<file path="src/rtl/core/rv_pkg.sv">
// ----------------------------------------------------------------------------
// rv_pkg
// Shared widths, codes and types of the radial vignette pipeline.
// ----------------------------------------------------------------------------
`default_nettype none
package rv_pkg;
  localparam int ROW_W      = 10;
  localparam int COL_W      = 11;
  localparam int CH_W       = 16;
  localparam int STR_W      = 16;
  localparam int SQ_W       = 23;   // squared distance, row^2 + col^2
  localparam int Q_W        = 30;   // quotient of sd * 2^30 / sc
  localparam int RT_W       = Q_W / 2;
  localparam int REM_W      = RT_W + 2;
  localparam int RATIO_W    = 16;
  localparam int DIV_STEPS  = Q_W;
  localparam int SQRT_STEPS = RT_W;

  localparam logic [RATIO_W-1:0] ONE_Q15 = 16'h8000;

  typedef enum logic [1:0] {
    CFG_CENTER_ROW = 2'd0,
    CFG_CENTER_COL = 2'd1,
    CFG_STRENGTH   = 2'd2,
    CFG_UNUSED     = 2'd3
  } cfg_idx_t;

  typedef struct packed {
    logic [CH_W-1:0] red;
    logic [CH_W-1:0] green;
    logic [CH_W-1:0] blue;
  } pix_t;

  // ratio override decided ahead of the divider
  typedef struct packed {
    logic full;
    logic zero;
  } rsel_t;
endpackage
`default_nettype wire

</file>
<file path="src/rtl/core/rv_scale.sv">
// ----------------------------------------------------------------------------
// rv_scale
// Ratio select, darkening factor and per-channel scaling over four stages.
// ----------------------------------------------------------------------------
`default_nettype none
module rv_scale (
  input  wire logic                    clk,
  input  wire logic                    rst,
  input  wire logic                    en,
  input  wire logic                    in_valid,
  input  wire logic [rv_pkg::RT_W-1:0] root,
  input  wire rv_pkg::rsel_t           sel,
  input  wire rv_pkg::pix_t            pix,
  input  wire logic [rv_pkg::STR_W-1:0] strength,
  output logic                         out_valid,
  output rv_pkg::pix_t                 pix_o
);
  logic                         va, vb, vc;
  logic [rv_pkg::RATIO_W-1:0]   ratio, str_sat, factor;
  logic [2*rv_pkg::RATIO_W-1:0] prod;
  logic [rv_pkg::CH_W+rv_pkg::RATIO_W-1:0] pr, pg, pb;
  rv_pkg::pix_t                 pxa, pxb, pxc;

  always_ff @(posedge clk) begin
    if (rst) begin
      va <= 1'b0;
      vb <= 1'b0;
      vc <= 1'b0;
      out_valid <= 1'b0;
    end else if (en) begin
      va <= in_valid;
      vb <= va;
      vc <= vb;
      out_valid <= vc;
    end
  end

  always_ff @(posedge clk) begin
    if (en) begin
      priority if (sel.zero)  ratio <= '0;
      else if (sel.full)      ratio <= rv_pkg::ONE_Q15;
      else                    ratio <= rv_pkg::RATIO_W'(root);
      str_sat <= (strength > rv_pkg::ONE_Q15) ? rv_pkg::ONE_Q15 : strength;
      pxa     <= pix;
      prod    <= ratio * str_sat;
      pxb     <= pxa;
      factor  <= rv_pkg::ONE_Q15 - prod[30:15];
      pxc     <= pxb;
      pr      <= pxc.red   * factor;
      pg      <= pxc.green * factor;
      pb      <= pxc.blue  * factor;
    end
  end

  assign pix_o.red   = pr[30:15];
  assign pix_o.green = pg[30:15];
  assign pix_o.blue  = pb[30:15];
endmodule
`default_nettype wire

</file>
<file path="config.mk">
export PLATFORM = sky130hd
export DESIGN_NAME = rv_scale
export DESIGN_NICKNAME = d
export VERILOG_FILES = /design/src/rtl/core/rv_pkg.sv /design/src/rtl/core/rv_scale.sv
export SDC_FILE = /design/constraint.sdc
export NUM_CORES = 2
export LEC_CHECK = 0
export ABC_AREA = 1
export BUFFER_PORTS_ARGS = -buffer_cell sky130_fd_sc_hd__buf_4
export CELL_PAD_IN_SITES_DETAIL_PLACEMENT = 1
export CELL_PAD_IN_SITES_GLOBAL_PLACEMENT = 1
export CORE_MARGIN = 2
export CORE_UTILIZATION = 39
export DETAILED_ROUTE_END_ITERATION = 12
export HOLD_SLACK_MARGIN = 0.12
export MAX_ROUTING_LAYER = met4
export PLACE_DENSITY_LB_ADDON = 0.25
export SLEW_MARGIN = 30
export SYNTH_ARGS = -nofsm -noshare
export SYNTH_HDL_FRONTEND = slang
export SYNTH_SLANG_ARGS = --single-unit
</file>
<file path="constraint.sdc">
create_clock -name clk -period 8.73 [get_ports clk]
set_clock_uncertainty 0.15 [all_clocks]
set_input_delay 1.746 -clock clk [delete_from_list [all_inputs] [get_ports clk]]
set_output_delay 1.746 -clock clk [all_outputs]
set_load 0.02 [all_outputs]
</file>
==> results.cfg <==
[worst_setup_path]
r2r-start = factor[3]
crit_path_start_kind = flip-flop
cp_top_family = adder cells
required_ps = 8940
critPathMostFrequentCell = fa_1
r2r_cells = 20
worstPathBufferInverterCount = 4
crit_arrival_ps = 6850
max_stage_delay_ps = 690
end_kind = flip-flop
r2r_slack_ps = 2090
crit_cells = 20
rr_endpoint = pg[28]
crit_fanout = 37
criticalPathCategory = flip-flop to flip-flop
cp_slowest_cell = edfxtp_1
cp_cell_sequence = buf_4 -> nand2_1 -> fa_1 -> fa_1 -> inv_1 -> fa_1 -> fa_1 -> fa_1 -> inv_1 -> fa_1 -> inv_1 -> ha_1 -> a21oi_1 -> o21ai_0 -> a21oi_1 -> nor2_1 -> nor2_1 -> nand2_1 -> nand2_1 -> nand2_1

[place]
place_congestion = 0.892
hpwlAfterDp_um = 96600
port_buffers = 133

[detailed_routing]
num_vias = 33200
final_antenna_net_count = 0
drc_errors = 0
post_drt_wl_per_cell_um = 17.7
vias_per_cell = 4.81
wl_um = 122000
firstDrtPassIters = 7
first_iter_violations = 1311

[sta]
finalSetupViolations = 0
hold_violations = 0
rsz0062_at_grt = false
period_share_pct = 76.1
max-slew-margin-rel_pct = 32.8
worst_pin_slew_ps = 1010
slew_violations = 0
fin_crit_ps = 6640
fin_tns_setup_ps = 0
fmaxAchievable_ghz = 0.151

[grt]
grt_max_degree = 71
grt_pass1_vias = 37700
grt_pass1_wl_um = 202000
antenna_found_initial = 1
grt-ovfl-total = 0
grt_usage_pct = 22.8

[layout]
num_antenna_cells = 0
nFillCells = 13500
multi_input_area_um2 = 29400
drive_gt1_share_pct = 4.82
syn2layout_area_growth_pct = 8.03
final_net_count = 6626
register_area_um2 = 7770

[logic_synthesis]
synth_top_area_share_pct = 35.0
synth_area_leader_cell = fa_1
synth_nets = 6646
synthTopCellsByArea = fa_1 35%, edfxtp_1 17%, inv_1 13%, nand2_1 13%, ha_1 11%
yosysWarnings = 0
ys_seq_area_share_pct = 17.7
syn_inst = 5404
avgSynthCellArea_um2 = 8.13
ys_types = 38
syn-cell-area_um2 = 43900
ys_seq_elements = 260

[worst_hold_path]
min_from = pxa[19]
min_delay_worst_endpoint = pxb[19]
hold_path.class = flip-flop to flip-flop
hold_depth = 0

[clocking]
cts_max_level = 2
root_buffer = clkbuf_16
ctsResizeCount = 0
cts_sinks = 260
path_clk_slew_ps = 80
clkLatencyLatePin_ps = 620
clockBufferDepth = 3
postCtsHoldBufs = 0
cts_inserted_buffers = 37
cts_tree = yes
post_cts_buffers = 0

[floorplanning]
core_area_um2 = 112000
die_w_um = 340
floorplan.initialDensity_pct = 39.2
num_rows = 123
die_h_um = 340
io_pins = 134
die-area_um2 = 115000

[job]
cap_violations = 0

[run_status]
status = completed
cells by family after synthesis:
group	synth area share [%]
XOR/XNOR	0.934
AND/OR/NAND/NOR	17.2
AO/OA/AOI/OAI	2.64
adder cells (fa/ha/maj)	46.1
flip-flops	17.7
buffers and inverters	15.5
metrics by stage:
| step | setup slack (ps) | hold WS [ps] | instance area, um^2 | cells | utilization, % |
|---|---|---|---|---|---|
| global placement | 2160 | 250 | 46200 | 6843 | 41.2 |
| floorplan | 3110 | 250 | 43900 | 5404 | - |
| CTS | 2030 | 264 | 47400 | 6910 | 42.3 |
| global route | 1850 | 271 | 47500 | 6912 | 42.3 |
| detailed placement | 2060 | 255 | 46300 | 6843 | 41.2 |
| finish | 2090 | 255 | 47500 | 6912 | 42.3 |
cell type report:
| type | count | area share (%) |
|---|---|---|
| clock buffer | 41 | 1.98 |
| clock inverter | 26 | 0.503 |
| inverter | 1569 | 12.4 |
| multi-input combinational | 3335 | 61.9 |
| sequential | 260 | 16.4 |
| tap | 1500 | 3.95 |
| timing repair buffer | 181 | 2.93 |
sequential cells by signal (all words and copies together) (netlist names), 16 cells and up:
signal and cells:
prod 16, str_sat 16, pb 16, pg 16, ratio 16, pxa 48, pr 16, pxb 48
pxc 48, factor 16
routing by layer:
| metal | global-route usage, % | share of wire [%] | up-vias |
|---|---|---|---|
| met5 | - | 0 | - |
| met4 | 4.89 | 2.2 | 0 |
| met3 | 3.02 | 3.7 | 165 |
| met2 | 39.7 | 50 | 512 |
| met1 | 28.2 | 44 | 17000 |
| li1 | - | - | 15500 |
layout by cell type (no fill, tap or decap), drive strengths merged, types with 76 or more instances in the layout:
master,count
o21ai,76
nor2,223
nand3,116
nand2,1491
edfxtp,256
buf,181
fa,768
inv,1575
a21oi,117
ha,389
synthesized netlist by cell type (all sizes together):
cell type  count
a21o           8
a21oi        117
a31oi          4
and2           2
buf           26
clkbuf       214
dfxtp          4
edfxtp       256
fa           768
ha           389
inv         1569
nand2       1491
nand3        116
nand3b         3
nand4         24
nor2         223
nor3          41
nor4           7
o211ai         1
o21a           4
o21ai         76
o21bai         9
or2            6
xnor2         14
xor2          32
worst max path at each step:
stage,from,slack (ps),end
6_report,factor[3],2090,pg[28]
5_1_grt,factor[3],1850,pg[28]
4_1_cts,factor[6],2030,pb[30]
3_5_place_dp,factor[6],2060,pb[30]
3_3_place_gp,factor[6],2160,pb[30]
2_1_floorplan,factor[7],3110,pg[28]
Power is not shown: default switching activity piles up to over one toggle a cycle in this logic, so the estimate is an artifact.
