<file path="config.mk">
export PLATFORM = sky130hd
export DESIGN_NAME = rv_sqrt
export DESIGN_NICKNAME = d
export VERILOG_FILES = /design/src/rtl/core/rv_pkg.sv /design/src/rtl/core/rv_sqrt.sv
export SDC_FILE = /design/constraint.sdc
export NUM_CORES = 1
export LEC_CHECK = 0
export BUFFER_PORTS_ARGS = -buffer_cell sky130_fd_sc_hd__buf_2
export CORE_MARGIN = 8
export CORE_UTILIZATION = 35
export DETAILED_ROUTE_END_ITERATION = 10
export PLACE_DENSITY = 0.62
export SYNTH_ARGS = -nofsm -noshare
export SYNTH_HDL_FRONTEND = slang
export SYNTH_SLANG_ARGS = --single-unit
</file>
<file path="constraint.sdc">
create_clock -name clk -period 2.5 [get_ports clk]
set_input_delay 0.375 -clock clk [delete_from_list [all_inputs] [get_ports clk]]
set_output_delay 0.375 -clock clk [all_outputs]
set_load 0.005 [all_outputs]
</file>
<file path="src/rtl/core/rv_pkg.sv">
// ----------------------------------------------------------------------------
// rv_pkg
// Shared widths, codes and types of the radial vignette pipeline.
// ----------------------------------------------------------------------------
`default_nettype none
package rv_pkg;
  localparam int ROW_W      = 10;
  localparam int COL_W      = 11;
  localparam int CH_W       = 16;
  localparam int STR_W      = 16;
  localparam int SQ_W       = 23;   // squared distance, row^2 + col^2
  localparam int Q_W        = 30;   // quotient of sd * 2^30 / sc
  localparam int RT_W       = Q_W / 2;
  localparam int REM_W      = RT_W + 2;
  localparam int RATIO_W    = 16;
  localparam int DIV_STEPS  = Q_W;
  localparam int SQRT_STEPS = RT_W;

  localparam logic [RATIO_W-1:0] ONE_Q15 = 16'h8000;

  typedef enum logic [1:0] {
    CFG_CENTER_ROW = 2'd0,
    CFG_CENTER_COL = 2'd1,
    CFG_STRENGTH   = 2'd2,
    CFG_UNUSED     = 2'd3
  } cfg_idx_t;

  typedef struct packed {
    logic [CH_W-1:0] red;
    logic [CH_W-1:0] green;
    logic [CH_W-1:0] blue;
  } pix_t;

  // ratio override decided ahead of the divider
  typedef struct packed {
    logic full;
    logic zero;
  } rsel_t;
endpackage
`default_nettype wire

</file>
<file path="src/rtl/core/rv_sqrt.sv">
// ----------------------------------------------------------------------------
// rv_sqrt
// Digit-by-digit integer square root, one root bit per stage.
// ----------------------------------------------------------------------------
`default_nettype none
module rv_sqrt (
  input  wire logic                  clk,
  input  wire logic                  rst,
  input  wire logic                  en,
  input  wire logic                  in_valid,
  input  wire logic [rv_pkg::Q_W-1:0] quo,
  input  wire rv_pkg::rsel_t         sel,
  input  wire rv_pkg::pix_t          pix,
  output logic                       out_valid,
  output logic [rv_pkg::RT_W-1:0]    root,
  output rv_pkg::rsel_t              sel_o,
  output rv_pkg::pix_t               pix_o
);
  localparam int N = rv_pkg::SQRT_STEPS;

  logic                     v  [0:N];
  logic [rv_pkg::REM_W-1:0] rm [0:N];
  logic [rv_pkg::RT_W-1:0]  rt [0:N];
  logic [rv_pkg::Q_W-1:0]   qs [0:N];
  rv_pkg::rsel_t            sl [0:N];
  rv_pkg::pix_t             px [0:N];

  assign v[0]  = in_valid;
  assign rm[0] = '0;
  assign rt[0] = '0;
  assign qs[0] = quo;
  assign sl[0] = sel;
  assign px[0] = pix;

  for (genvar i = 0; i < N; i++) begin : g_step
    logic [rv_pkg::REM_W+1:0] cur;
    logic [rv_pkg::REM_W+1:0] trial;
    logic                     ge;
    assign cur   = {rm[i], qs[i][rv_pkg::Q_W-1 -: 2]};
    assign trial = {2'b00, rt[i], 2'b01};
    assign ge    = (cur >= trial);

    always_ff @(posedge clk) begin
      if (rst) begin
        v[i+1] <= 1'b0;
      end else if (en) begin
        v[i+1] <= v[i];
      end
    end

    always_ff @(posedge clk) begin
      if (en) begin
        rm[i+1] <= ge ? rv_pkg::REM_W'(cur - trial) : rv_pkg::REM_W'(cur);
        rt[i+1] <= {rt[i][rv_pkg::RT_W-2:0], ge};
        qs[i+1] <= {qs[i][rv_pkg::Q_W-3:0], 2'b00};
        sl[i+1] <= sl[i];
        px[i+1] <= px[i];
      end
    end
  end

  assign out_valid = v[N];
  assign root      = rt[N];
  assign sel_o     = sl[N];
  assign pix_o     = px[N];
endmodule
`default_nettype wire

</file>
==> results_dict.tcl <==
set metrics [dict create \
    pwr-share-clk_pct 38.8 \
    worstPathMaxFanout 3 \
    start_util_pct 35.1 \
    fin_util_pct 43.2 \
    status "finished, violations left" \
    grt_pass1_wl_microns 116000 \
    rsz0062_at_grt "yes" \
    p_total_uw 51500 \
    wirelength_microns 73300 \
    yosysMostFrequentCell "edfxtp_1" \
    seq_power_share_pct 52.5 \
    violations "setup timing" \
    grt_max_degree 144 \
    clock-skew-final_ns 0.0583 \
    async_flop_share_pct 0 \
    post-route-drc-count 0 \
    via_per_inst 4.42 \
    crit_type "flop to flop" \
    maxCapViolCount 0 \
    synthFlopType "edfxtp_1" \
    chipWidth_microns 389 \
    syn-num-nets 2974 \
    power.switching_uw 11500 \
    slew_headroom_pct 51.2 \
    dp_hpwl_microns 45800 \
    vias 23290 \
    drive_gt1_share_pct 23.3 \
    netlist_instances 2755 \
    avgSynthCellArea_sq_um 17.7 \
    die-area_sq_um 152000 \
    cp-end-kind "flop" \
    diodes 0 \
    clk_path_buf_depth 3 \
    setup_viol_count_final 2 \
    yosys-top-cells-count "1300 x edfxtp_1, 166 x inv_1, 135 x ha_1" \
    area_growth_pct 23.0 \
    min_from "pix[41]" \
    tightest_slew_ns 0.732 \
    start_kind "flop" \
    die_h_microns 389 \
    slowest_delay_ns 0.42 \
    p_int_uw 40000 \
    fmax_mhz 394 \
    swShare_pct 22.3 \
    clkLatencyLatePin_ns 0.76 \
    drt_iter0_drc 1182 \
    min_period_ns 2.54 \
    nets 3566 \
    netlist-cell-type-count 76 \
    leakage_uw 0.0220 \
    cp_slowest_cell "or3b_4" \
    p_per_area_nw_per_um2 858 \
    yosysTopAreaCellShare_pct 80.1 \
    io_buffers 149 \
    netlist_area_sq_um 48800 \
    synthTopCellsByArea "edfxtp_1 80%, ha_1 3.5%, xnor2_1 1.4%" \
    setup_slack_ns -0.0356 \
    vdd_ir_drop_max_v 0.000865 \
    root_buffer "clkbuf_16" \
    hold_viol_final 0 \
    cts_htree_levels 4 \
    combPwrFrac_pct 8.7 \
    place.gp.congestion 0.830 \
    fp.coreArea_sq_um 139000 \
    crit_start "g_step[9].cur[8]" \
    grt_pass1_vias 23290 \
    antenna_found_initial 0 \
    hold_slack_ns 0.324 \
    yosys_warnings 0 \
    seq_area_frac_synth_pct 80.7 \
    hold_path_class "input pin to flop" \
    r2r-start "g_step[9].cur[8]" \
    arrival_ns 2.99 \
    clk_pin_slew_ns 0.06 \
    synth_seq_cells 1315 \
    io-pin-count 150 \
    cts_tree "built" \
    post-route-period-util_pct 101 \
    wire_per_inst_microns 13.9 \
    crit_family "simple AND/OR/NAND/NOR gates" \
    grt_overflow_total 0 \
    row_count 137 \
    cp_data_required_time_ns 2.96 \
    critPathBufInv 0 \
    crit_chain "ha_1, nand4_1, or3b_4, o31a_1, or3_4, nor3_4, xor2_1" \
    cts_made_buffers 141 \
    grt_use_total_pct 9.31 \
    antenna_left 0 \
    dr.pass1.iters 5 \
    synth_edf_count 1300 \
    clock_sink_count 1315 \
    yosys.area.top_type "edfxtp_1" \
    slew_violations 0 \
]
power by group through the flow:
stage               clock network [uW]  logic, uW  registers (uW)
floorplan                            0       2440           27200
global placement                     0       3970           27400
detailed placement                   0       4050           27400
CTS                              20800       4230           27000
global route                     21600       5010           27200
finish                           20000       4490           27000
repair_timing:
item,4_1_cts,5_1_grt
hold buffers,85,0
endpoints found under the hold margin,111,0
gates cloned,0,1
setup endpoints to repair,49,143
pin swaps,7,51
resized for setup,31,153
buffers inserted,15,40
routing by layer:
| metal | part of all wire (%) | up-vias | global-route usage (%) | routed length (microns) |
|---|---|---|---|---|
| met5 | 0 | - | 0 | 0 |
| li1 | - | 11575 | - | - |
| met1 | 43 | 11152 | 11.0 | 31300 |
| met3 | 4.5 | 184 | 2.75 | 3330 |
| met2 | 49 | 379 | 15.5 | 35900 |
| met4 | 3.8 | 0 | 4.64 | 2770 |
final cells by class:
cell class              instances  area (sq um)
clock buffers                 176          3700
clock inverters                77           850
fillers                     12073         78900
inverters                     169           641
multi-input cells            1196          9110
flip-flops and latches       1315         39300
well taps                    1807          2260
repair buffers                524          4060
worst paths after layout:
check	endpoint	slack, ns	cells past startpoint
max	g_step[10].cur[15]	-0.04	7
max reg2reg	g_step[10].cur[15]	-0.04	7
min reg2reg	qs[147]	0.38	0
min	px[713]	0.32	2
registers in the layout, indices dropped and copies added, names as in the netlist:
register,count
g_step.cur,248
px,672
out_valid,1
pix_o,48
qs,182
sel_o,2
sl,28
root,15
g_step.trial,105
v,14
layout by cell type, fill, tap and decap left out, types with 22 or more instances in the layout:
master | Yosys | final
xnor2_1 | 76 | 76
clkbuf_16 | 0 | 143
o21a_1 | 24 | 23
a21oi_1 | 109 | 96
nor2b_1 | 28 | 26
nand2b_1 | 27 | 27
ha_4 | 0 | 23
clkinv_1 | 1 | 26
ha_1 | 135 | 107
nand2_1 | 112 | 108
xor2_1 | 76 | 76
mux2i_1 | 22 | 22
edfxtp_1 | 1300 | 1300
clkbuf_1 | 10 | 32
dlygate4sd3_1 | 0 | 85
inv_1 | 166 | 161
buf_2 | 11 | 148
buf_4 | 51 | 261
o21ai_0 | 106 | 83
nor2_1 | 130 | 118
nor3_1 | 50 | 40
a21o_1 | 26 | 26
per-stage QoR:
stage,setup TNS [ns],area (sq um),instances,worst slack [ns]
after floorplan,0,48800,2755,0.0110
after global placement,-0.713,53300,4871,-0.111
after detailed placement,-2.53,53300,4871,-0.141
after CTS,0,58900,5224,0.000322
after global routing,-1.41,60000,5264,-0.148
final,-0.0518,60000,5264,-0.0356
cell families after synthesis:
| logic type | after synthesis | synth area share, % |
|---|---|---|
| DFF | 1315 | 80.7 |
| and+or+nand+nor | 504 | 5.28 |
| AOI/OAI and AO/OA | 360 | 4.51 |
| buffers and inverters | 244 | 2.33 |
| xor gates and xnor gates | 152 | 2.73 |
| adders and majority gates | 135 | 3.46 |
| muxes | 44 | 0.991 |
| other | 1 | 0.00769 |
(Power assumes the default switching activity.)
