`src/rtl/core/rv_pkg.sv`:
```
// ----------------------------------------------------------------------------
// rv_pkg
// Shared widths, codes and types of the radial vignette pipeline.
// ----------------------------------------------------------------------------
`default_nettype none
package rv_pkg;
  localparam int ROW_W      = 10;
  localparam int COL_W      = 11;
  localparam int CH_W       = 16;
  localparam int STR_W      = 16;
  localparam int SQ_W       = 23;   // squared distance, row^2 + col^2
  localparam int Q_W        = 30;   // quotient of sd * 2^30 / sc
  localparam int RT_W       = Q_W / 2;
  localparam int REM_W      = RT_W + 2;
  localparam int RATIO_W    = 16;
  localparam int DIV_STEPS  = Q_W;
  localparam int SQRT_STEPS = RT_W;

  localparam logic [RATIO_W-1:0] ONE_Q15 = 16'h8000;

  typedef enum logic [1:0] {
    CFG_CENTER_ROW = 2'd0,
    CFG_CENTER_COL = 2'd1,
    CFG_STRENGTH   = 2'd2,
    CFG_UNUSED     = 2'd3
  } cfg_idx_t;

  typedef struct packed {
    logic [CH_W-1:0] red;
    logic [CH_W-1:0] green;
    logic [CH_W-1:0] blue;
  } pix_t;

  // ratio override decided ahead of the divider
  typedef struct packed {
    logic full;
    logic zero;
  } rsel_t;
endpackage
`default_nettype wire

```
`src/rtl/core/rv_divider.sv`:
```
// ----------------------------------------------------------------------------
// rv_divider
// Restoring divider, one quotient bit per stage: floor(sd * 2^30 / sc).
// ----------------------------------------------------------------------------
`default_nettype none
module rv_divider (
  input  wire logic                   clk,
  input  wire logic                   rst,
  input  wire logic                   en,
  input  wire logic                   in_valid,
  input  wire logic [rv_pkg::SQ_W-1:0] sd,
  input  wire logic [rv_pkg::SQ_W-1:0] sc,
  input  wire rv_pkg::rsel_t          sel,
  input  wire rv_pkg::pix_t           pix,
  output logic                        out_valid,
  output logic [rv_pkg::Q_W-1:0]      quo,
  output rv_pkg::rsel_t               sel_o,
  output rv_pkg::pix_t                pix_o
);
  localparam int N = rv_pkg::DIV_STEPS;

  logic                    v   [0:N];
  logic [rv_pkg::SQ_W-1:0] rm  [0:N];
  logic [rv_pkg::SQ_W-1:0] dv  [0:N];
  logic [rv_pkg::Q_W-1:0]  q   [0:N];
  rv_pkg::rsel_t           sl  [0:N];
  rv_pkg::pix_t            px  [0:N];

  assign v[0]  = in_valid;
  assign rm[0] = sd;
  assign dv[0] = sc;
  assign q[0]  = '0;
  assign sl[0] = sel;
  assign px[0] = pix;

  for (genvar i = 0; i < N; i++) begin : g_step
    logic [rv_pkg::SQ_W:0] r2;
    logic                  ge;
    assign r2 = {rm[i], 1'b0};
    assign ge = (r2 >= {1'b0, dv[i]});

    always_ff @(posedge clk) begin
      if (rst) begin
        v[i+1] <= 1'b0;
      end else if (en) begin
        v[i+1] <= v[i];
      end
    end

    always_ff @(posedge clk) begin
      if (en) begin
        rm[i+1] <= ge ? rv_pkg::SQ_W'(r2 - {1'b0, dv[i]}) : rv_pkg::SQ_W'(r2);
        dv[i+1] <= dv[i];
        q[i+1]  <= {q[i][rv_pkg::Q_W-2:0], ge};
        sl[i+1] <= sl[i];
        px[i+1] <= px[i];
      end
    end
  end

  assign out_valid = v[N];
  assign quo       = q[N];
  assign sel_o     = sl[N];
  assign pix_o     = px[N];
endmodule
`default_nettype wire

```
`config.mk`:
```
export PLATFORM = sky130hd
export DESIGN_NAME = rv_divider
export DESIGN_NICKNAME = d
export VERILOG_FILES = /design/src/rtl/core/rv_pkg.sv /design/src/rtl/core/rv_divider.sv
export SDC_FILE = /design/constraint.sdc
export NUM_CORES = 2
export LEC_CHECK = 0
export BUFFER_PORTS_ARGS = -buffer_cell sky130_fd_sc_hd__buf_2
export CAP_MARGIN = 15
export CORE_MARGIN = 3
export CORE_UTILIZATION = 47
export DETAILED_ROUTE_END_ITERATION = 10
export PLACE_DENSITY = 0.61
export SLEW_MARGIN = 25
export SYNTH_ARGS = -nofsm -noshare
export SYNTH_HDL_FRONTEND = slang
export SYNTH_SLANG_ARGS = --single-unit
```
`constraint.sdc`:
```
create_clock -name clk -period 4.6 [get_ports clk]
set_input_delay 0.69 -clock clk [delete_from_list [all_inputs] [get_ports clk]]
set_output_delay 0.69 -clock clk [all_outputs]
set_load 0.02 [all_outputs]
```
==> metrics.cfg <==
[outcome]
status = finished clean

[setup_path]
cp_slowest_cell = fa_1
cp_max_fo = 18
crit_path_start_kind = flop
worstSetupPathType = flop to flop
worstPathRequired_ns = 5.21
cp.arrival_ns = 4.74
crit_path_max_incr_delay_ns = 0.47
crit_path_end_kind = flop
cp_cell_sequence = inv_1 > fa_1 > a21o_1 > a221oi_2 > a21oi_2 > a2111oi_2 > nor3b_1 > or2_1 > a311oi_1 > nor4_1 > o32ai_4 > buf_12 > mux2_2

[synth]
synth-edff-count = 3299
yosysUniqueCellTypes = 87
synth_area_per_cell_um2 = 14.8
synthCells = 9495
ys_top_cells_by_area = edfxtp_1 (70%), ha_1 (6.1%), inv_1 (2.2%), a21oi_1 (2.2%), mux2_2 (2.2%)
yosysMostFrequentCell = edfxtp_1
yosysWarnings = 0
yosys.area.top_type = edfxtp_1
ys_ff_latch = 3329
synthArstFlopShare_pct = 0
yosysSeqAreaShare_pct = 70.7
synth_top_area_share_pct = 70.3
syn-num-nets = 10300
ys.flop_type = edfxtp_1
synth_commonest_cells = edfxtp_1 (3,299), inv_1 (844), ha_1 (689)
syn_area_um2 = 141000

[sta]
fmax_mhz = 242
finalSetupViolations = 0
fin_ws_ns = 0.470
period_share_pct = 89.8
hold_violations = 0
rsz0062_at_grt = false
period_minus_slack_ns = 4.13
final.setup.tns_ns = 0
fin_skew_ns = 0.0709
slew_headroom_pct = 40.7
worst_pin_slew_ns = 0.889
slew_violations = 0

[grt]
grt_start_max_net_pins = 159
grt_pass1_vias = 74800
overflow = 0
grt_pass1_wl_um = 404000
antenna_found_initial = 4
grt.total_usage_pct = 16.2

[clock_network]
ctsResizeCount = 0
numClockSinks = 3329
root_buffer = clkbuf_16
cts_tree = built
cts_buffer_depth = 4
htreeDepth = 5
cts_buffers = 351
clk_latency_ns = 0.91
path_clk_slew_ns = 0.06

[route]
dr.first_iter.drc_count = 5445
vias = 74300
post_drt_via_cell_ratio = 5.22
wirelength_um = 252000
remaining_drc_errors = 0
ant_nets = 0
wl_per_cell_um = 17.7
drt_first_pass_iters = 6

[placed_design]
dp_slack_ns = 0.489
post-dp-hpwl_um = 172000
io_buffers = 180
place_area_um2 = 147000
routabilityCongestion = 0.905

[floorplanning]
start_util_pct = 47.3
rows = 200
io-pin-count = 181
coreArea_um2 = 298000
die_area_um2 = 307000
die_x_um = 554
die_h_um = 554

[power_and_ir_drop]
power_w = 0.102
vdd_drop_max_uv = 409
cellPowerDensity_nw_per_um2 = 641
leakage_nw = 61.1

[run]
maxCapViolCount = 0

[finish]
postLayoutCellArea_um2 = 159000
nFillCells = 24000
area_growth_pct = 13.0
finalNetCount = 10800
drive_above_1_share_pct = 11.1

[hold_path]
hold_class = input port to flop

## final timing paths
check / start / endpoint / slack [ns] / cells past startpoint
setup / recovery: dv[138]$_DFFE_PP_ / g_step[25].r2[3]$_DFFE_PP_ / 0.47 / 13
hold / removal: sd[3] / g_step[1].r2[5]$_DFFE_PP_ / 0.12 / 2
setup reg to reg: dv[138]$_DFFE_PP_ / g_step[25].r2[3]$_DFFE_PP_ / 0.47 / 13
hold reg to reg: q[153]$_DFFE_PP_ / q[124]$_DFFE_PP_ / 0.39 / 0
## flip-flops by register name, summed over array words and instances (netlist names)
| register | flops |
|---|---|
| dv | 667 |
| g_step.r2 | 667 |
| out_valid | 1 |
| pix_o | 48 |
| px | 1392 |
| q | 435 |
| quo | 30 |
| sel_o | 2 |
| sl | 58 |
| v | 29 |
## cell families after synthesis
group                      synth area share [%]
buffers and inverters                      3.06
adders and majority gates                  6.53
DFF                                        70.7
and+or+nand+nor                            5.37
xor gates and xnor gates                   3.49
AOI/OAI and AO/OA                          8.45
muxes                                      2.41
## power by group
group | leakage (nW) | total [W] | internal (W) | switching [W]
registers | 32.5 | 0.0431 | 0.0403 | 0.00281
clock network | 5.48 | 0.0275 | 0.0159 | 0.0115
logic | 23.1 | 0.0316 | 0.0142 | 0.0175
total | 61.1 | 0.102 | 0.0704 | 0.0318
## through the flow
| step | hold slack [ns] | cells | util (%) |
|---|---|---|---|
| after floorplan | 0.400 | 9495 | - |
| after global placement | 0.400 | 13500 | 49.5 |
| after detailed placement | 0.405 | 13500 | 49.5 |
| after CTS | 0.0197 | 14200 | 53.5 |
| after global routing | 0.0628 | 14200 | 53.5 |
| final | 0.120 | 14200 | 53.5 |
## layout by cell type (no fill, tap or decap), drive strengths merged, types with 30 or more instances in the layout
| master | netlist | layout |
|---|---|---|
| clkinv | 0 | 147 |
| xnor2 | 340 | 340 |
| o21ai | 465 | 465 |
| nand3 | 106 | 106 |
| o21a | 76 | 76 |
| nand2 | 460 | 460 |
| a21o | 322 | 322 |
| nor3 | 93 | 93 |
| a21oi | 629 | 629 |
| dlygate4sd3 | 0 | 74 |
| mux2i | 35 | 35 |
| o21bai | 80 | 80 |
| dfxtp | 30 | 30 |
| buf | 98 | 307 |
| ha | 689 | 689 |
| xor2 | 221 | 221 |
| mux2 | 271 | 271 |
| and3 | 53 | 53 |
| nand2b | 90 | 90 |
| and2 | 31 | 31 |
| nand4 | 78 | 78 |
| nor2 | 489 | 489 |
| or3 | 33 | 33 |
| clkbuf | 120 | 434 |
| inv | 844 | 853 |
| a31oi | 47 | 47 |
| a211oi | 51 | 51 |
| nor2b | 78 | 78 |
| edfxtp | 3299 | 3299 |
## worst max-delay path, delay by kind of cell, from the launching register on
family	cells	cell delay, ns
buffers and inverters	2	0.33
flip-flops	1	0.36
adder cells (fa/ha/maj)	1	0.47
AO/OA/AOI/OAI	6	1.83
AND/OR/NAND/NOR	3	0.54
multiplexers	1	0.35
## metal layers
layer / vias to the layer above / track usage [%] / routed length [um]
li1: 36400 / - / -
met1: 35900 / 21.6 / 112000
met2: 1425 / 26.9 / 120000
met3: 571 / 2.06 / 9280
met4: 0 / 6.41 / 10000
met5: - / 0 / 0
## area by class of cell
type | count | area, um^2 | share of cell area, %
Antenna cell | 1 | 2.50 | 0.00157
Clock buffer | 434 | 9200 | 5.77
Clock inverter | 197 | 2110 | 1.32
Inverter | 844 | 3170 | 1.99
Multi-Input combinational cell | 5104 | 37100 | 23.3
Sequential cell | 3329 | 99700 | 62.5
Tap cell | 3939 | 4930 | 3.09
Timing Repair Buffer | 381 | 3140 | 1.97
## timing repair
| item | in CTS | in global routing |
|---|---|---|
| hold buffers | 74 | 0 |
| hold endpoints to repair | 74 | 0 |
| buffers inserted | 0 | 0 |
Note: power is estimated with default switching activity, not from simulation.
