## config.mk

```make
export PLATFORM = sky130hd
export DESIGN_NAME = rv_front
export DESIGN_NICKNAME = d
export VERILOG_FILES = /design/src/rtl/core/rv_pkg.sv /design/src/rtl/core/rv_front.sv
export SDC_FILE = /design/constraint.sdc
export NUM_CORES = 1
export LEC_CHECK = 0
export BUFFER_PORTS_ARGS = -buffer_cell sky130_fd_sc_hd__buf_2
export CAP_MARGIN = 10
export CORE_MARGIN = 2
export CORE_UTILIZATION = 40
export CTS_CLUSTER_SIZE = 20
export DETAILED_ROUTE_END_ITERATION = 8
export GPL_ROUTABILITY_DRIVEN = 0
export HOLD_SLACK_MARGIN = 0.15
export PLACE_DENSITY = 0.62
export SKIP_LAST_GASP = 1
export SYNTH_ARGS = -nofsm -noshare
export SYNTH_HDL_FRONTEND = slang
export SYNTH_SLANG_ARGS = --single-unit
```

## constraint.sdc

```tcl
create_clock -name clk -period 7.5 [get_ports clk]
set_clock_uncertainty 0.2 [all_clocks]
set_input_delay 0 -clock clk [delete_from_list [all_inputs] [get_ports clk]]
set_output_delay 0 -clock clk [all_outputs]
set_load 0.02 [all_outputs]
```

## src/rtl/core/rv_pkg.sv

```systemverilog
// ----------------------------------------------------------------------------
// rv_pkg
// Shared widths, codes and types of the radial vignette pipeline.
// ----------------------------------------------------------------------------
`default_nettype none
package rv_pkg;
  localparam int ROW_W      = 10;
  localparam int COL_W      = 11;
  localparam int CH_W       = 16;
  localparam int STR_W      = 16;
  localparam int SQ_W       = 23;   // squared distance, row^2 + col^2
  localparam int Q_W        = 30;   // quotient of sd * 2^30 / sc
  localparam int RT_W       = Q_W / 2;
  localparam int REM_W      = RT_W + 2;
  localparam int RATIO_W    = 16;
  localparam int DIV_STEPS  = Q_W;
  localparam int SQRT_STEPS = RT_W;

  localparam logic [RATIO_W-1:0] ONE_Q15 = 16'h8000;

  typedef enum logic [1:0] {
    CFG_CENTER_ROW = 2'd0,
    CFG_CENTER_COL = 2'd1,
    CFG_STRENGTH   = 2'd2,
    CFG_UNUSED     = 2'd3
  } cfg_idx_t;

  typedef struct packed {
    logic [CH_W-1:0] red;
    logic [CH_W-1:0] green;
    logic [CH_W-1:0] blue;
  } pix_t;

  // ratio override decided ahead of the divider
  typedef struct packed {
    logic full;
    logic zero;
  } rsel_t;
endpackage
`default_nettype wire

```

## src/rtl/core/rv_front.sv

```systemverilog
// ----------------------------------------------------------------------------
// rv_front
// Offsets, squares and squared distances; picks the ratio overrides.
// ----------------------------------------------------------------------------
`default_nettype none
module rv_front (
  input  wire logic                     clk,
  input  wire logic                     rst,
  input  wire logic                     en,
  input  wire logic                     in_valid,
  input  wire logic [rv_pkg::ROW_W-1:0] row,
  input  wire logic [rv_pkg::COL_W-1:0] col,
  input  wire rv_pkg::pix_t             pix,
  input  wire logic [rv_pkg::ROW_W-1:0] center_row,
  input  wire logic [rv_pkg::COL_W-1:0] center_col,
  output logic                          out_valid,
  output logic [rv_pkg::SQ_W-1:0]       sd,
  output logic [rv_pkg::SQ_W-1:0]       sc,
  output rv_pkg::rsel_t                 sel,
  output rv_pkg::pix_t                  pix_o
);
  logic                       v1, v2;
  logic [rv_pkg::ROW_W-1:0]   dr;
  logic [rv_pkg::COL_W-1:0]   dc;
  logic [2*rv_pkg::ROW_W-1:0] dr2, cr2;
  logic [2*rv_pkg::COL_W-1:0] dc2, cc2;
  rv_pkg::pix_t               pix1, pix2;
  logic [rv_pkg::SQ_W-1:0]    sd_next, sc_next;

  assign sd_next = rv_pkg::SQ_W'(dr2) + rv_pkg::SQ_W'(dc2);
  assign sc_next = rv_pkg::SQ_W'(cr2) + rv_pkg::SQ_W'(cc2);

  always_ff @(posedge clk) begin
    if (rst) begin
      v1 <= 1'b0;
      v2 <= 1'b0;
      out_valid <= 1'b0;
    end else if (en) begin
      v1 <= in_valid;
      v2 <= v1;
      out_valid <= v2;
    end
  end

  always_ff @(posedge clk) begin
    if (en) begin
      dr   <= (row >= center_row) ? row - center_row : center_row - row;
      dc   <= (col >= center_col) ? col - center_col : center_col - col;
      pix1 <= pix;
      dr2  <= dr * dr;
      dc2  <= dc * dc;
      cr2  <= center_row * center_row;
      cc2  <= center_col * center_col;
      pix2 <= pix1;
      sd   <= sd_next;
      sc   <= sc_next;
      sel.zero <= (sd_next == '0);
      sel.full <= (sc_next == '0) ? (sd_next != '0) : (sd_next >= sc_next);
      pix_o <= pix2;
    end
  end
endmodule
`default_nettype wire

```

==> results of run 1 <==
sequential cells by signal (all words and copies together) (netlist names):
register and flops:
dc2 21, v1 1, sd 23, v2 1
dr 10, sel 2, pix1 48, cr2 19
out_valid 1, pix2 48, pix_o 48, dr2 19
dc 11, cc2 21, sc 23
worst max path at each step:
stage,to,cells past startpoint
final,dc2[20],20
after global routing,dc2[20],18
after CTS,dc2[20],18
after global placement,dc2[20],18
after detailed placement,dc2[21],21
after floorplan,dc2[21],20
final cells by class:
cell class | instances | area, um2
Clock inverter | 22 | 214
Multi-Input combinational cell | 1432 | 13800
Clock buffer | 39 | 891
Timing Repair Buffer | 346 | 2530
Fill cell | 5463 | 31400
Inverter | 425 | 1600
Tap cell | 782 | 978
Sequential cell | 296 | 8860
cells by family (layout without fill, tap and decap cells):
kind of cell               count (synthesis)  count (layout)
xor gates and xnor gates                 137             137
and+or+nand+nor                          473             473
buffers and inverters                    457             832
DFF                                      296             296
adders and majority gates                526             526
AOI/OAI and AO/OA                        268             268
muxes                                     28              28
timing repair:
item | CTS | global route
endpoints found under the setup margin | 0 | 0
hold endpoints to repair | 227 | 0
hold buffers | 155 | 0
buffers inserted | 0 | 0
metal layers:
layer	up-vias	routed length, um
li1	7951	-
met1	8149	22500
met2	354	26400
met3	98	2410
met4	0	1660
met5	-	0
per-stage QoR:
stage	setup WS (ps)	cell area (um2)	util	instances	hold slack [ps]
global placement	1580	26200	0.435	3126	-22.0
floorplan	1730	24400	-	2185	-128
detailed placement	1440	26200	0.435	3126	-21.8
global route	1050	28800	0.479	3342	177
finish	1380	28800	0.479	3342	175
CTS	1370	28800	0.479	3342	160
placed cells by master (no fill, tap or decap), types with 13 or more instances in the layout:
cell / instances
sky130_fd_sc_hd__nor2b_1: 25
sky130_fd_sc_hd__o21ai_0: 39
sky130_fd_sc_hd__ha_1: 301
sky130_fd_sc_hd__a21o_1: 51
sky130_fd_sc_hd__nand3_1: 22
sky130_fd_sc_hd__buf_2: 189
sky130_fd_sc_hd__o21bai_1: 21
sky130_fd_sc_hd__xor2_1: 41
sky130_fd_sc_hd__nor2_1: 138
sky130_fd_sc_hd__nand4_1: 13
sky130_fd_sc_hd__nand2b_1: 14
sky130_fd_sc_hd__dlygate4sd3_1: 155
sky130_fd_sc_hd__fa_1: 225
sky130_fd_sc_hd__nand2_1: 141
sky130_fd_sc_hd__clkbuf_16: 35
sky130_fd_sc_hd__nor3_1: 24
sky130_fd_sc_hd__inv_1: 421
sky130_fd_sc_hd__xnor2_1: 96
sky130_fd_sc_hd__and2_1: 58
sky130_fd_sc_hd__edfxtp_1: 293
sky130_fd_sc_hd__mux2i_1: 25
sky130_fd_sc_hd__a21oi_1: 78
==> reports/summary.json, run 1 <==
{
  "worst_hold_path.num_cells": {"value": 2},
  "cts_root_buf": {"value": "sky130_fd_sc_hd__clkbuf_16"},
  "grt_setup_unrepaired": {"value": "no"},
  "setup.worst_path.end_class": {"value": "flop"},
  "place.detailed.hpwl": {"value": 41.3, "unit": "mm"},
  "final.min_clock_period": {"value": 6120, "unit": "ps"},
  "post-synth-top-count-cell": {"value": "sky130_fd_sc_hd__inv_1"},
  "grt_util_all_layers": {"value": 0.172},
  "synth_top_cell_by_area": {"value": "sky130_fd_sc_hd__edfxtp_1"},
  "syn-num-nets": {"value": 2805},
  "post_synth_num_cell_types": {"value": 67},
  "grt.busiest_layer": {"value": "met2"},
  "drt-vias-per-instance": {"value": 4.95},
  "worst_path_largest_cell_delay": {"value": 550, "unit": "ps"},
  "critPathLaunchType": {"value": "flop"},
  "coreArea": {"value": 0.0602, "unit": "mm2"},
  "worstReg2RegStart": {"value": "dc[0]"},
  "io_buffers": {"value": 190},
  "worst_hold_path.endpoint": {"value": "cc2[0]"},
  "pins_over_their_slew_limit": {"value": 0},
  "cts_buffers": {"value": 35},
  "detailedRoute.firstPassIterationCount": {"value": 5},
  "maximum_clock_frequency": {"value": 0.163, "unit": "GHz"},
  "clk-insertion-delay-late": {"value": 530, "unit": "ps"},
  "number_of_hold_violations_in_the_final_report": {"value": 0},
  "synth_fa_ha_area_frac": {"value": 0.340},
  "critical-path-top-delay-family": {"value": "adder cells"},
  "grt_use_met2": {"value": 0.304},
  "detailroute.via_count": {"value": 16600},
  "share_of_the_synthesized_area_in_compound_gates_ao_oa_aoi_oai": {"value": 0.0732},
  "drive_gt1_frac": {"value": 0.104},
  "initialDrtViolationCount": {"value": 784},
  "groute.layer.met1.usage": {"value": 0.217},
  "grt_pass1_wl": {"value": 87.4, "unit": "mm"},
  "synth-seq-cells": {"value": 296},
  "dieArea": {"value": 0.0629, "unit": "mm2"},
  "period_share": {"value": 0.816},
  "yosys_warnings": {"value": 0},
  "cp_data_arrival_time": {"value": 6210, "unit": "ps"},
  "via_count_of_the_first_global_routing_pass": {"value": 17700},
  "finalSetupTns": {"value": 0, "unit": "ps"},
  "grtUsageMet3": {"value": 0.0227},
  "overflow": {"value": 0},
  "final_nets": {"value": 3156},
  "antenna_cells_inserted": {"value": 0},
  "max-clock-path-buffers": {"value": 3},
  "critPathBufInv": {"value": 5},
  "die_w": {"value": 251, "unit": "um"},
  "synth_enable_flop_cells": {"value": 293},
  "final-setup-viol-count": {"value": 0},
  "r2r_slack": {"value": 1380, "unit": "ps"},
  "cell_count_after_synthesis": {"value": 2185},
  "setup.worst_path.start": {"value": "dc[0]"},
  "min_delay_startpoint": {"value": "center_col[0]"},
  "yosysSeqAreaShare": {"value": 0.364},
  "postSynthAreaPerCell": {"value": 11.1, "unit": "um2"},
  "fp.dieH": {"value": 251, "unit": "um"},
  "crit_path_max_fanout": {"value": 13},
  "cts_tree": {"value": "yes"},
  "worst-setup-path-type": {"value": "flop to flop"},
  "synth_top_family_by_area": {"value": "adder cells"},
  "r2r-end": {"value": "dc2[20]"},
  "tightest_slew": {"value": 1120, "unit": "ps"},
  "detail-route-antenna-nets": {"value": 0},
  "slew-limit-headroom": {"value": 0.256},
  "slowest_stage": {"value": "sky130_fd_sc_hd__fa_1"},
  "placement_rows": {"value": 90},
  "synth.cell_area": {"value": 0.0244, "unit": "mm2"},
  "wl": {"value": 52.9, "unit": "mm"},
  "worst_hold_path_type": {"value": "primary input to flop"},
  "cts.sink_count": {"value": 296},
  "synth_top_area_share": {"value": 0.361},
  "synth_async_reset_ratio": {"value": 0},
  "flow.area_growth_from_synthesis": {"value": 18.5, "unit": "%"},
  "post_synth_main_area_contributors": {"value": "sky130_fd_sc_hd__edfxtp_1, sky130_fd_sc_hd__fa_1, sky130_fd_sc_hd__ha_1"},
  "synth.area.mux_share": {"value": 0.0117},
  "initial_utilization": {"value": 0.404},
  "wire_length_per_cell_after_detailed_routing": {"value": 15.8, "unit": "um"},
  "floorplan.io_pins": {"value": 191},
  "synth_commonest_cells": {"value": "sky130_fd_sc_hd__inv_1, sky130_fd_sc_hd__ha_1, sky130_fd_sc_hd__edfxtp_1, sky130_fd_sc_hd__fa_1, sky130_fd_sc_hd__nand2_1"},
  "post_cts_resize_count": {"value": 0},
  "cp.required": {"value": 7590, "unit": "ps"},
  "drt_drc_violations_left": {"value": 0},
  "htreeDepth": {"value": 2},
  "r2r.worst_path.cells": {"value": 20},
  "synth_simple_gate_area_share": {"value": 0.0919},
  "antenna_found_initial": {"value": 0},
  "clkTransAtPathRegs": {"value": 60, "unit": "ps"},
  "outcome": {"value": "finished, final reports clean"},
  "grt_max_degree": {"value": 150},
  "ys.flop_type": {"value": "sky130_fd_sc_hd__edfxtp_1"},
  "cp_cell_sequence": {"value": "and2_1 > inv_1 > fa_1 > fa_1 > inv_1 > fa_1 > fa_1 > inv_1 > fa_1 > inv_1 > ha_1 > a21o_1 > a21o_1 > a21oi_1 > inv_1 > a211oi_1 > o21ai_0 > a31o_2 > a21oi_1 > xnor2_1"},
  "post_synth_xor_area_fraction": {"value": 0.0493},
  "drv_cap": {"value": 0}
}
Power of run 1 is not shown: default switching activity piles up to over one toggle a cycle in this logic, so the estimate is an artifact.
==> run 2: changes to the inputs <==
clock period = 6 ns   (was 7.5 ns; I/O delays follow)
==> reports/summary.json, run 2 (synthesis gave the netlist of run 1 again) <==
{
  "worst-setup-path-type": {"value": "flop to flop", "change": "unchanged"},
  "post_layout_nonfiller_instances": {"value": 3375, "change": "was 3,342"},
  "dieArea": {"value": 0.0629, "unit": "mm2", "change": "unchanged"},
  "detailroute.via_count": {"value": 16600, "change": "about the same"},
  "grt_max_degree": {"value": 98, "change": "was 150"},
  "outcome": {"value": "finished, final reports clean", "change": "unchanged"},
  "number_of_hold_violations_in_the_final_report": {"value": 0, "change": "unchanged"},
  "tightest_slew": {"value": 1160, "unit": "ps", "change": "was 1120 ps"},
  "initialDrtViolationCount": {"value": 714, "change": "was 784"},
  "post_route_m1_wl": {"value": 22.6, "unit": "mm", "change": "was 22.5 mm"},
  "slew-limit-headroom": {"value": 0.227, "change": "was 0.256"},
  "post-place-cells": {"value": 3146, "change": "was 3,126"},
  "antenna_cells_inserted": {"value": 0, "change": "unchanged"},
  "grt_setup_unrepaired": {"value": "yes", "change": "was no"},
  "detailedRoute.firstPassIterationCount": {"value": 5, "change": "unchanged"},
  "critPathLaunchType": {"value": "flop", "change": "unchanged"},
  "overflow": {"value": 0, "change": "unchanged"},
  "cp_data_arrival_time": {"value": 5890, "unit": "ps", "change": "was 6210 ps"},
  "wl": {"value": 52.7, "unit": "mm", "change": "was 52.9 mm"},
  "cp_cell_sequence": {"value": "buf_4 > and2_1 > ha_1 > xnor2_1 > fa_1 > fa_1 > fa_1 > inv_1 > fa_1 > inv_1 > ha_1 > a21o_1 > a21oi_2 > nor2_1 > a21oi_1 > o31ai_1 > nand2b_1 > a31o_2 > a31oi_1 > xnor2_1", "change": "was and2_1 > inv_1 > fa_1 > fa_1 > inv_1 > fa_1 > fa_1 > inv_1 > fa_1 > inv_1 > ha_1 > a21o_1 > a21o_1 > a21oi_1 > inv_1 > a211oi_1 > o21ai_0 > a31o_2 > a21oi_1 > xnor2_1"},
  "met2RoutedLength": {"value": 26.7, "unit": "mm", "change": "was 26.4 mm"},
  "cp.required": {"value": 6100, "unit": "ps", "change": "was 7590 ps"},
  "final_nets": {"value": 3189, "change": "was 3,156"},
  "io_buffers": {"value": 190, "change": "unchanged"},
  "mostFrequentLayoutCell": {"value": "sky130_fd_sc_hd__inv_1", "change": "unchanged"},
  "die_w": {"value": 251, "unit": "um", "change": "unchanged"},
  "coreArea": {"value": 0.0602, "unit": "mm2", "change": "unchanged"},
  "cts.sink_count": {"value": 296, "change": "unchanged"},
  "htreeDepth": {"value": 2, "change": "unchanged"},
  "clkTransAtPathRegs": {"value": 70, "unit": "ps", "change": "was 60 ps"},
  "cts_tree": {"value": "yes", "change": "unchanged"},
  "topRoutingLayerUsed": {"value": "met5", "change": "was met4"},
  "initial_utilization": {"value": 0.404, "change": "unchanged"},
  "floorplan.io_pins": {"value": 191, "change": "unchanged"},
  "drv_cap": {"value": 0, "change": "unchanged"},
  "drt_drc_violations_left": {"value": 0, "change": "unchanged"},
  "crit_path_max_fanout": {"value": 6, "change": "was 13"},
  "max-clock-path-buffers": {"value": 3, "change": "unchanged"},
  "place.detailed.hpwl": {"value": 41.3, "unit": "mm", "change": "about the same"},
  "maximum_clock_frequency": {"value": 0.173, "unit": "GHz", "change": "was 0.163 GHz"},
  "flow.area_growth_from_synthesis": {"value": 19.7, "unit": "%", "change": "was 18.5%"},
  "via_count_of_the_first_global_routing_pass": {"value": 17700, "change": "about the same"},
  "drive_gt1_frac": {"value": 0.116, "change": "was 0.104"},
  "slowest_stage": {"value": "sky130_fd_sc_hd__fa_1", "change": "unchanged"},
  "period_share": {"value": 0.965, "change": "was 0.816"},
  "antenna_found_initial": {"value": 0, "change": "unchanged"},
  "detail-route-antenna-nets": {"value": 0, "change": "unchanged"},
  "setup.worst_path.end_class": {"value": "flop", "change": "unchanged"},
  "placement_rows": {"value": 90, "change": "unchanged"},
  "final_cell_mix": {"value": "sky130_fd_sc_hd__inv_1, sky130_fd_sc_hd__ha_1, sky130_fd_sc_hd__edfxtp_1", "change": "unchanged"},
  "worst_hold_path_type": {"value": "primary input to flop", "change": "unchanged"},
  "final.min_clock_period": {"value": 5790, "unit": "ps", "change": "was 6120 ps"},
  "grt_pass1_wl": {"value": 86.9, "unit": "mm", "change": "was 87.4 mm"},
  "clk-insertion-delay-late": {"value": 540, "unit": "ps", "change": "was 530 ps"},
  "route.met3.wl": {"value": 2.03, "unit": "mm", "change": "was 2.41 mm"},
  "reg_top3": {"value": "pix1 x48, pix2 x48, pix_o x48", "change": "unchanged"},
  "critical-path-top-cell-by-count": {"value": "sky130_fd_sc_hd__fa_1"},
  "final-setup-viol-count": {"value": 0, "change": "unchanged"},
  "worst_path_largest_cell_delay": {"value": 560, "unit": "ps", "change": "was 550 ps"},
  "fp.dieH": {"value": 251, "unit": "um", "change": "unchanged"},
  "drt-vias-per-instance": {"value": 4.93, "change": "was 4.95"},
  "cts_root_buf": {"value": "sky130_fd_sc_hd__clkbuf_16", "change": "unchanged"},
  "pins_over_their_slew_limit": {"value": 0, "change": "unchanged"},
  "grt_util_all_layers": {"value": 0.172, "change": "about the same"},
  "cts_buffers": {"value": 36, "change": "was 35"},
  "wire_length_per_cell_after_detailed_routing": {"value": 15.6, "unit": "um", "change": "was 15.8 um"}
}
[run 2: final cells by class]
cell class / instances / area [um2]
Clock buffer: 39 / 912
Clock inverter: 23 / 249
Fill cell: 5441 / 31100
Inverter: 425 / 1600
Multi-Input combinational cell: 1432 / 13800
Sequential cell: 296 / 8860
Tap cell: 782 / 978
Timing Repair Buffer: 378 / 2760
[run 2: layer usage]
metal  track usage  up-vias
met1         0.217     8214
met3        0.0211       89
met4        0.0539        2
met2         0.307      316
met5             0        -
li1              -     8016
[run 2: stage by stage]
stage / setup WS [ps] / TNS, ps / area [um2] / hold WS (ps) / utilization
finish: 212 / 0 / 29100 / 177 / 0.484
global route: -21.6 / -21.6 / 29100 / 219 / 0.484
CTS: 100 / 0 / 29100 / 165 / 0.482
detailed placement: 120 / 0 / 26300 / -21.9 / 0.437
global placement: 197 / 0 / 26300 / -22.1 / 0.437
floorplan: 225 / 0 / 24400 / -128 / -
[run 2: worst paths after layout]
path / start / endpoint / slack (ps) / depth (start not counted)
max reg2reg: dc[7] / dc2[21] / 210 / 20
max: dc[7] / dc2[21] / 210 / 20
min: center_col[3] / dc[4] / 180 / 5
min reg2reg: pix2[44] / pix_o[44] / 210 / 0
[run 2: timing repair]
action,CTS,global route
hold endpoints to repair,177,0
buffers inserted,0,9
hold buffers,158,0
endpoints found under the setup margin,0,3
resized for setup,0,3
[run 2: critical path: cells and delay by family (launching register included)]
kind	cells	cell delay, ps
flops	1	460
simple gates	3	410
compound gates	6	1110
buf+inv	3	300
xor+xnor	2	330
fa+ha+maj	6	2730
Power of run 2 is left out for the same reason.
==> run 3: changes to the inputs <==
CTS_BUF_LIST = sky130_fd_sc_hd__clkbuf_8   (was not set)
PLACE_DENSITY = not set   (was 0.62)
PLACE_DENSITY_LB_ADDON = 0.05   (was not set)
SLEW_MARGIN = 30   (was not set)
==> reports/summary.json, run 3 (synthesis gave the netlist of run 1 again) <==
{
  "critical-path-top-delay-family": {"value": "adder cells", "change": "unchanged"},
  "number_of_hold_violations_in_the_final_report": {"value": 0, "change": "unchanged"},
  "floorplan.io_pins": {"value": 191, "change": "unchanged"},
  "grt.busiest_layer": {"value": "met2", "change": "unchanged"},
  "clk-insertion-delay-late": {"value": 610, "unit": "ps", "change": "was 540 ps"},
  "period_share": {"value": 0.967, "change": "was 0.965"},
  "slowest_stage": {"value": "sky130_fd_sc_hd__fa_1", "change": "unchanged"},
  "critPathLaunchType": {"value": "flop", "change": "unchanged"},
  "grt_use_met2": {"value": 0.306, "change": "was 0.307"},
  "r2r-end": {"value": "dc2[21]", "change": "unchanged"},
  "outcome": {"value": "finished, final reports clean", "change": "unchanged"},
  "setup.worst_path.end_class": {"value": "flop", "change": "unchanged"},
  "grt_util_all_layers": {"value": 0.174, "change": "was 0.172"},
  "grt_pass1_wl": {"value": 87.1, "unit": "mm", "change": "was 86.9 mm"},
  "placed_cell_area": {"value": 0.0264, "unit": "mm2", "change": "was 0.0263 mm2"},
  "groute.layer.met1.usage": {"value": 0.227, "change": "was 0.217"},
  "slew-limit-headroom": {"value": 0.411, "change": "was 0.227"},
  "grt_max_degree": {"value": 145, "change": "was 98"},
  "cp_cell_sequence": {"value": "and2_4 > inv_1 > fa_1 > fa_1 > inv_1 > fa_1 > fa_1 > inv_1 > fa_1 > inv_1 > ha_1 > a21o_1 > a21o_1 > a21oi_2 > nor2_1 > a21oi_1 > o31ai_2 > nand2b_1 > a31o_2 > a31oi_2 > xnor2_1", "change": "was buf_4 > and2_1 > ha_1 > xnor2_1 > fa_1 > fa_1 > fa_1 > inv_1 > fa_1 > inv_1 > ha_1 > a21o_1 > a21oi_2 > nor2_1 > a21oi_1 > o31ai_1 > nand2b_1 > a31o_2 > a31oi_1 > xnor2_1"},
  "via_count_of_the_first_global_routing_pass": {"value": 17300, "change": "was 17,700"},
  "crit_path_max_fanout": {"value": 7, "change": "was 6"},
  "grtUsageMet3": {"value": 0.0220, "change": "was 0.0211"},
  "wl": {"value": 53.5, "unit": "mm", "change": "was 52.7 mm"},
  "coreArea": {"value": 0.0602, "unit": "mm2", "change": "unchanged"},
  "htreeDepth": {"value": 2, "change": "unchanged"},
  "r2r_slack": {"value": 200, "unit": "ps", "change": "was 210 ps"},
  "cts_buffers": {"value": 52, "change": "was 36"},
  "dieArea": {"value": 0.0629, "unit": "mm2", "change": "unchanged"},
  "finish.instance_area": {"value": 0.0293, "unit": "mm2", "change": "was 0.0291 mm2"},
  "cts_root_buf": {"value": "sky130_fd_sc_hd__clkbuf_8", "change": "was sky130_fd_sc_hd__clkbuf_16"},
  "final-setup-viol-count": {"value": 0, "change": "unchanged"},
  "die_w": {"value": 251, "unit": "um", "change": "unchanged"},
  "mostFrequentLayoutCell": {"value": "sky130_fd_sc_hd__inv_1", "change": "unchanged"},
  "setup_slack": {"value": 201, "unit": "ps", "change": "was 212 ps"},
  "final_cell_mix": {"value": "sky130_fd_sc_hd__inv_1, sky130_fd_sc_hd__ha_1, sky130_fd_sc_hd__edfxtp_1", "change": "unchanged"},
  "flow.area_growth_from_synthesis": {"value": 20.2, "unit": "%", "change": "was 19.7%"},
  "cp.required": {"value": 6170, "unit": "ps", "change": "was 6100 ps"},
  "antenna_found_initial": {"value": 1, "change": "was 0"},
  "reg_top3": {"value": "pix1 x48, pix2 x48, pix_o x48", "change": "unchanged"},
  "worst_path_largest_cell_delay": {"value": 560, "unit": "ps", "change": "about the same"},
  "clkTransAtPathRegs": {"value": 60, "unit": "ps", "change": "was 70 ps"},
  "detailroute.via_count": {"value": 16500, "change": "was 16,600"},
  "pins_over_their_slew_limit": {"value": 0, "change": "unchanged"},
  "place.detailed.hpwl": {"value": 42.0, "unit": "mm", "change": "was 41.3 mm"},
  "setup.worst_path.start": {"value": "dc[10]", "change": "was dc[7]"},
  "cp_data_arrival_time": {"value": 5960, "unit": "ps", "change": "was 5890 ps"},
  "worstSetupEndpoint": {"value": "dc2[21]", "change": "unchanged"},
  "placement_rows": {"value": 90, "change": "unchanged"},
  "max-clock-path-buffers": {"value": 3, "change": "unchanged"},
  "critPathBufInv": {"value": 4, "change": "was 3"},
  "fp.dieH": {"value": 251, "unit": "um", "change": "unchanged"},
  "drive_gt1_frac": {"value": 0.126, "change": "was 0.116"},
  "tightest_slew": {"value": 882, "unit": "ps", "change": "was 1160 ps"},
  "r2r.worst_path.cells": {"value": 21, "change": "was 20"},
  "dp_worst_setup_slack": {"value": 39.6, "unit": "ps", "change": "was 120 ps"},
  "worst_hold_path_type": {"value": "flop to flop", "change": "was primary input to flop"},
  "drv_cap": {"value": 0, "change": "unchanged"},
  "initial_utilization": {"value": 0.404, "change": "unchanged"},
  "initialDrtViolationCount": {"value": 635, "change": "was 714"},
  "cts_tree": {"value": "yes", "change": "unchanged"},
  "final_nets": {"value": 3218, "change": "was 3,189"},
  "wire_length_per_cell_after_detailed_routing": {"value": 15.6, "unit": "um", "change": "about the same"},
  "final.min_clock_period": {"value": 5800, "unit": "ps", "change": "was 5790 ps"},
  "grt_setup_unrepaired": {"value": "yes", "change": "unchanged"},
  "worst-setup-path-type": {"value": "flop to flop", "change": "unchanged"},
  "overflow": {"value": 0, "change": "unchanged"},
  "cp_num_cells": {"value": 21, "change": "was 20"},
  "detailedRoute.firstPassIterationCount": {"value": 5, "change": "unchanged"},
  "worstReg2RegStart": {"value": "dc[10]", "change": "was dc[7]"},
  "critical-path-top-cell-by-count": {"value": "sky130_fd_sc_hd__fa_1", "change": "unchanged"},
  "detail-route-antenna-nets": {"value": 0, "change": "unchanged"},
  "maximum_clock_frequency": {"value": 0.172, "unit": "GHz", "change": "was 0.173 GHz"},
  "io_buffers": {"value": 190, "change": "unchanged"},
  "cts.sink_count": {"value": 296, "change": "unchanged"},
  "drt_drc_violations_left": {"value": 0, "change": "unchanged"},
  "drt-vias-per-instance": {"value": 4.82, "change": "was 4.93"}
}
[run 3: worst min path at each step]
stage,startpoint,end,slack (ps),cells after the start
floorplan,rst,out_valid,-130,1
global placement,pix[35],pix1[35],-20,1
detailed placement,pix[1],pix1[1],-20,1
CTS,center_col[5],dc[6],160,5
global route,pix2[9],pix_o[9],220,0
finish,pix2[41],pix_o[41],220,0
[run 3: through the flow]
stage	hold slack, ps	TNS (ps)	instances	util
final	215	0	3422	0.486
after global routing	216	-64.2	3422	0.486
after CTS	159	0	3411	0.484
after detailed placement	-21.3	0	3151	0.438
after global placement	-23.9	0	3151	0.438
after floorplan	-128	0	2185	-
[run 3: metal layers]
layer / vias to the layer above / wire, um / part of all wire
li1: 8093 / - / -
met1: 8092 / 23800 / 0.44
met2: 245 / 26800 / 0.50
met3: 60 / 1970 / 0.037
met4: 0 / 978 / 0.018
met5: - / 0 / 0
[run 3: worst register-to-register path, stage by stage (launching register included)]
cell,delay [ps]
sky130_fd_sc_hd__edfxtp_1,480
sky130_fd_sc_hd__and2_4,210
sky130_fd_sc_hd__inv_1,60
sky130_fd_sc_hd__fa_1,510
sky130_fd_sc_hd__fa_1,560
sky130_fd_sc_hd__inv_1,60
sky130_fd_sc_hd__fa_1,490
sky130_fd_sc_hd__fa_1,550
sky130_fd_sc_hd__inv_1,50
sky130_fd_sc_hd__fa_1,530
sky130_fd_sc_hd__inv_1,40
sky130_fd_sc_hd__ha_1,220
sky130_fd_sc_hd__a21o_1,180
sky130_fd_sc_hd__a21o_1,190
sky130_fd_sc_hd__a21oi_2,180
sky130_fd_sc_hd__nor2_1,70
sky130_fd_sc_hd__a21oi_1,150
sky130_fd_sc_hd__o31ai_2,110
sky130_fd_sc_hd__nand2b_1,170
sky130_fd_sc_hd__a31o_2,260
sky130_fd_sc_hd__a31oi_2,210
sky130_fd_sc_hd__xnor2_1,90
[run 3: cell type report]
type / instances / area [um2]
inverters: 425 / 1600
multi-input cells: 1432 / 13800
diodes: 1 / 2.50
flip-flops and latches: 296 / 8860
well taps: 782 / 978
fillers: 5651 / 31000
clock inverters: 42 / 397
repair buffers: 391 / 2900
clock buffers: 53 / 729
[run 3: repair_timing]
item                       CTS  global route
setup endpoints to repair    0             5
hold endpoints to repair   176             0
hold buffers               165             0
buffers inserted             0            10
resized for setup            0             8
Power of run 3 is left out for the same reason.
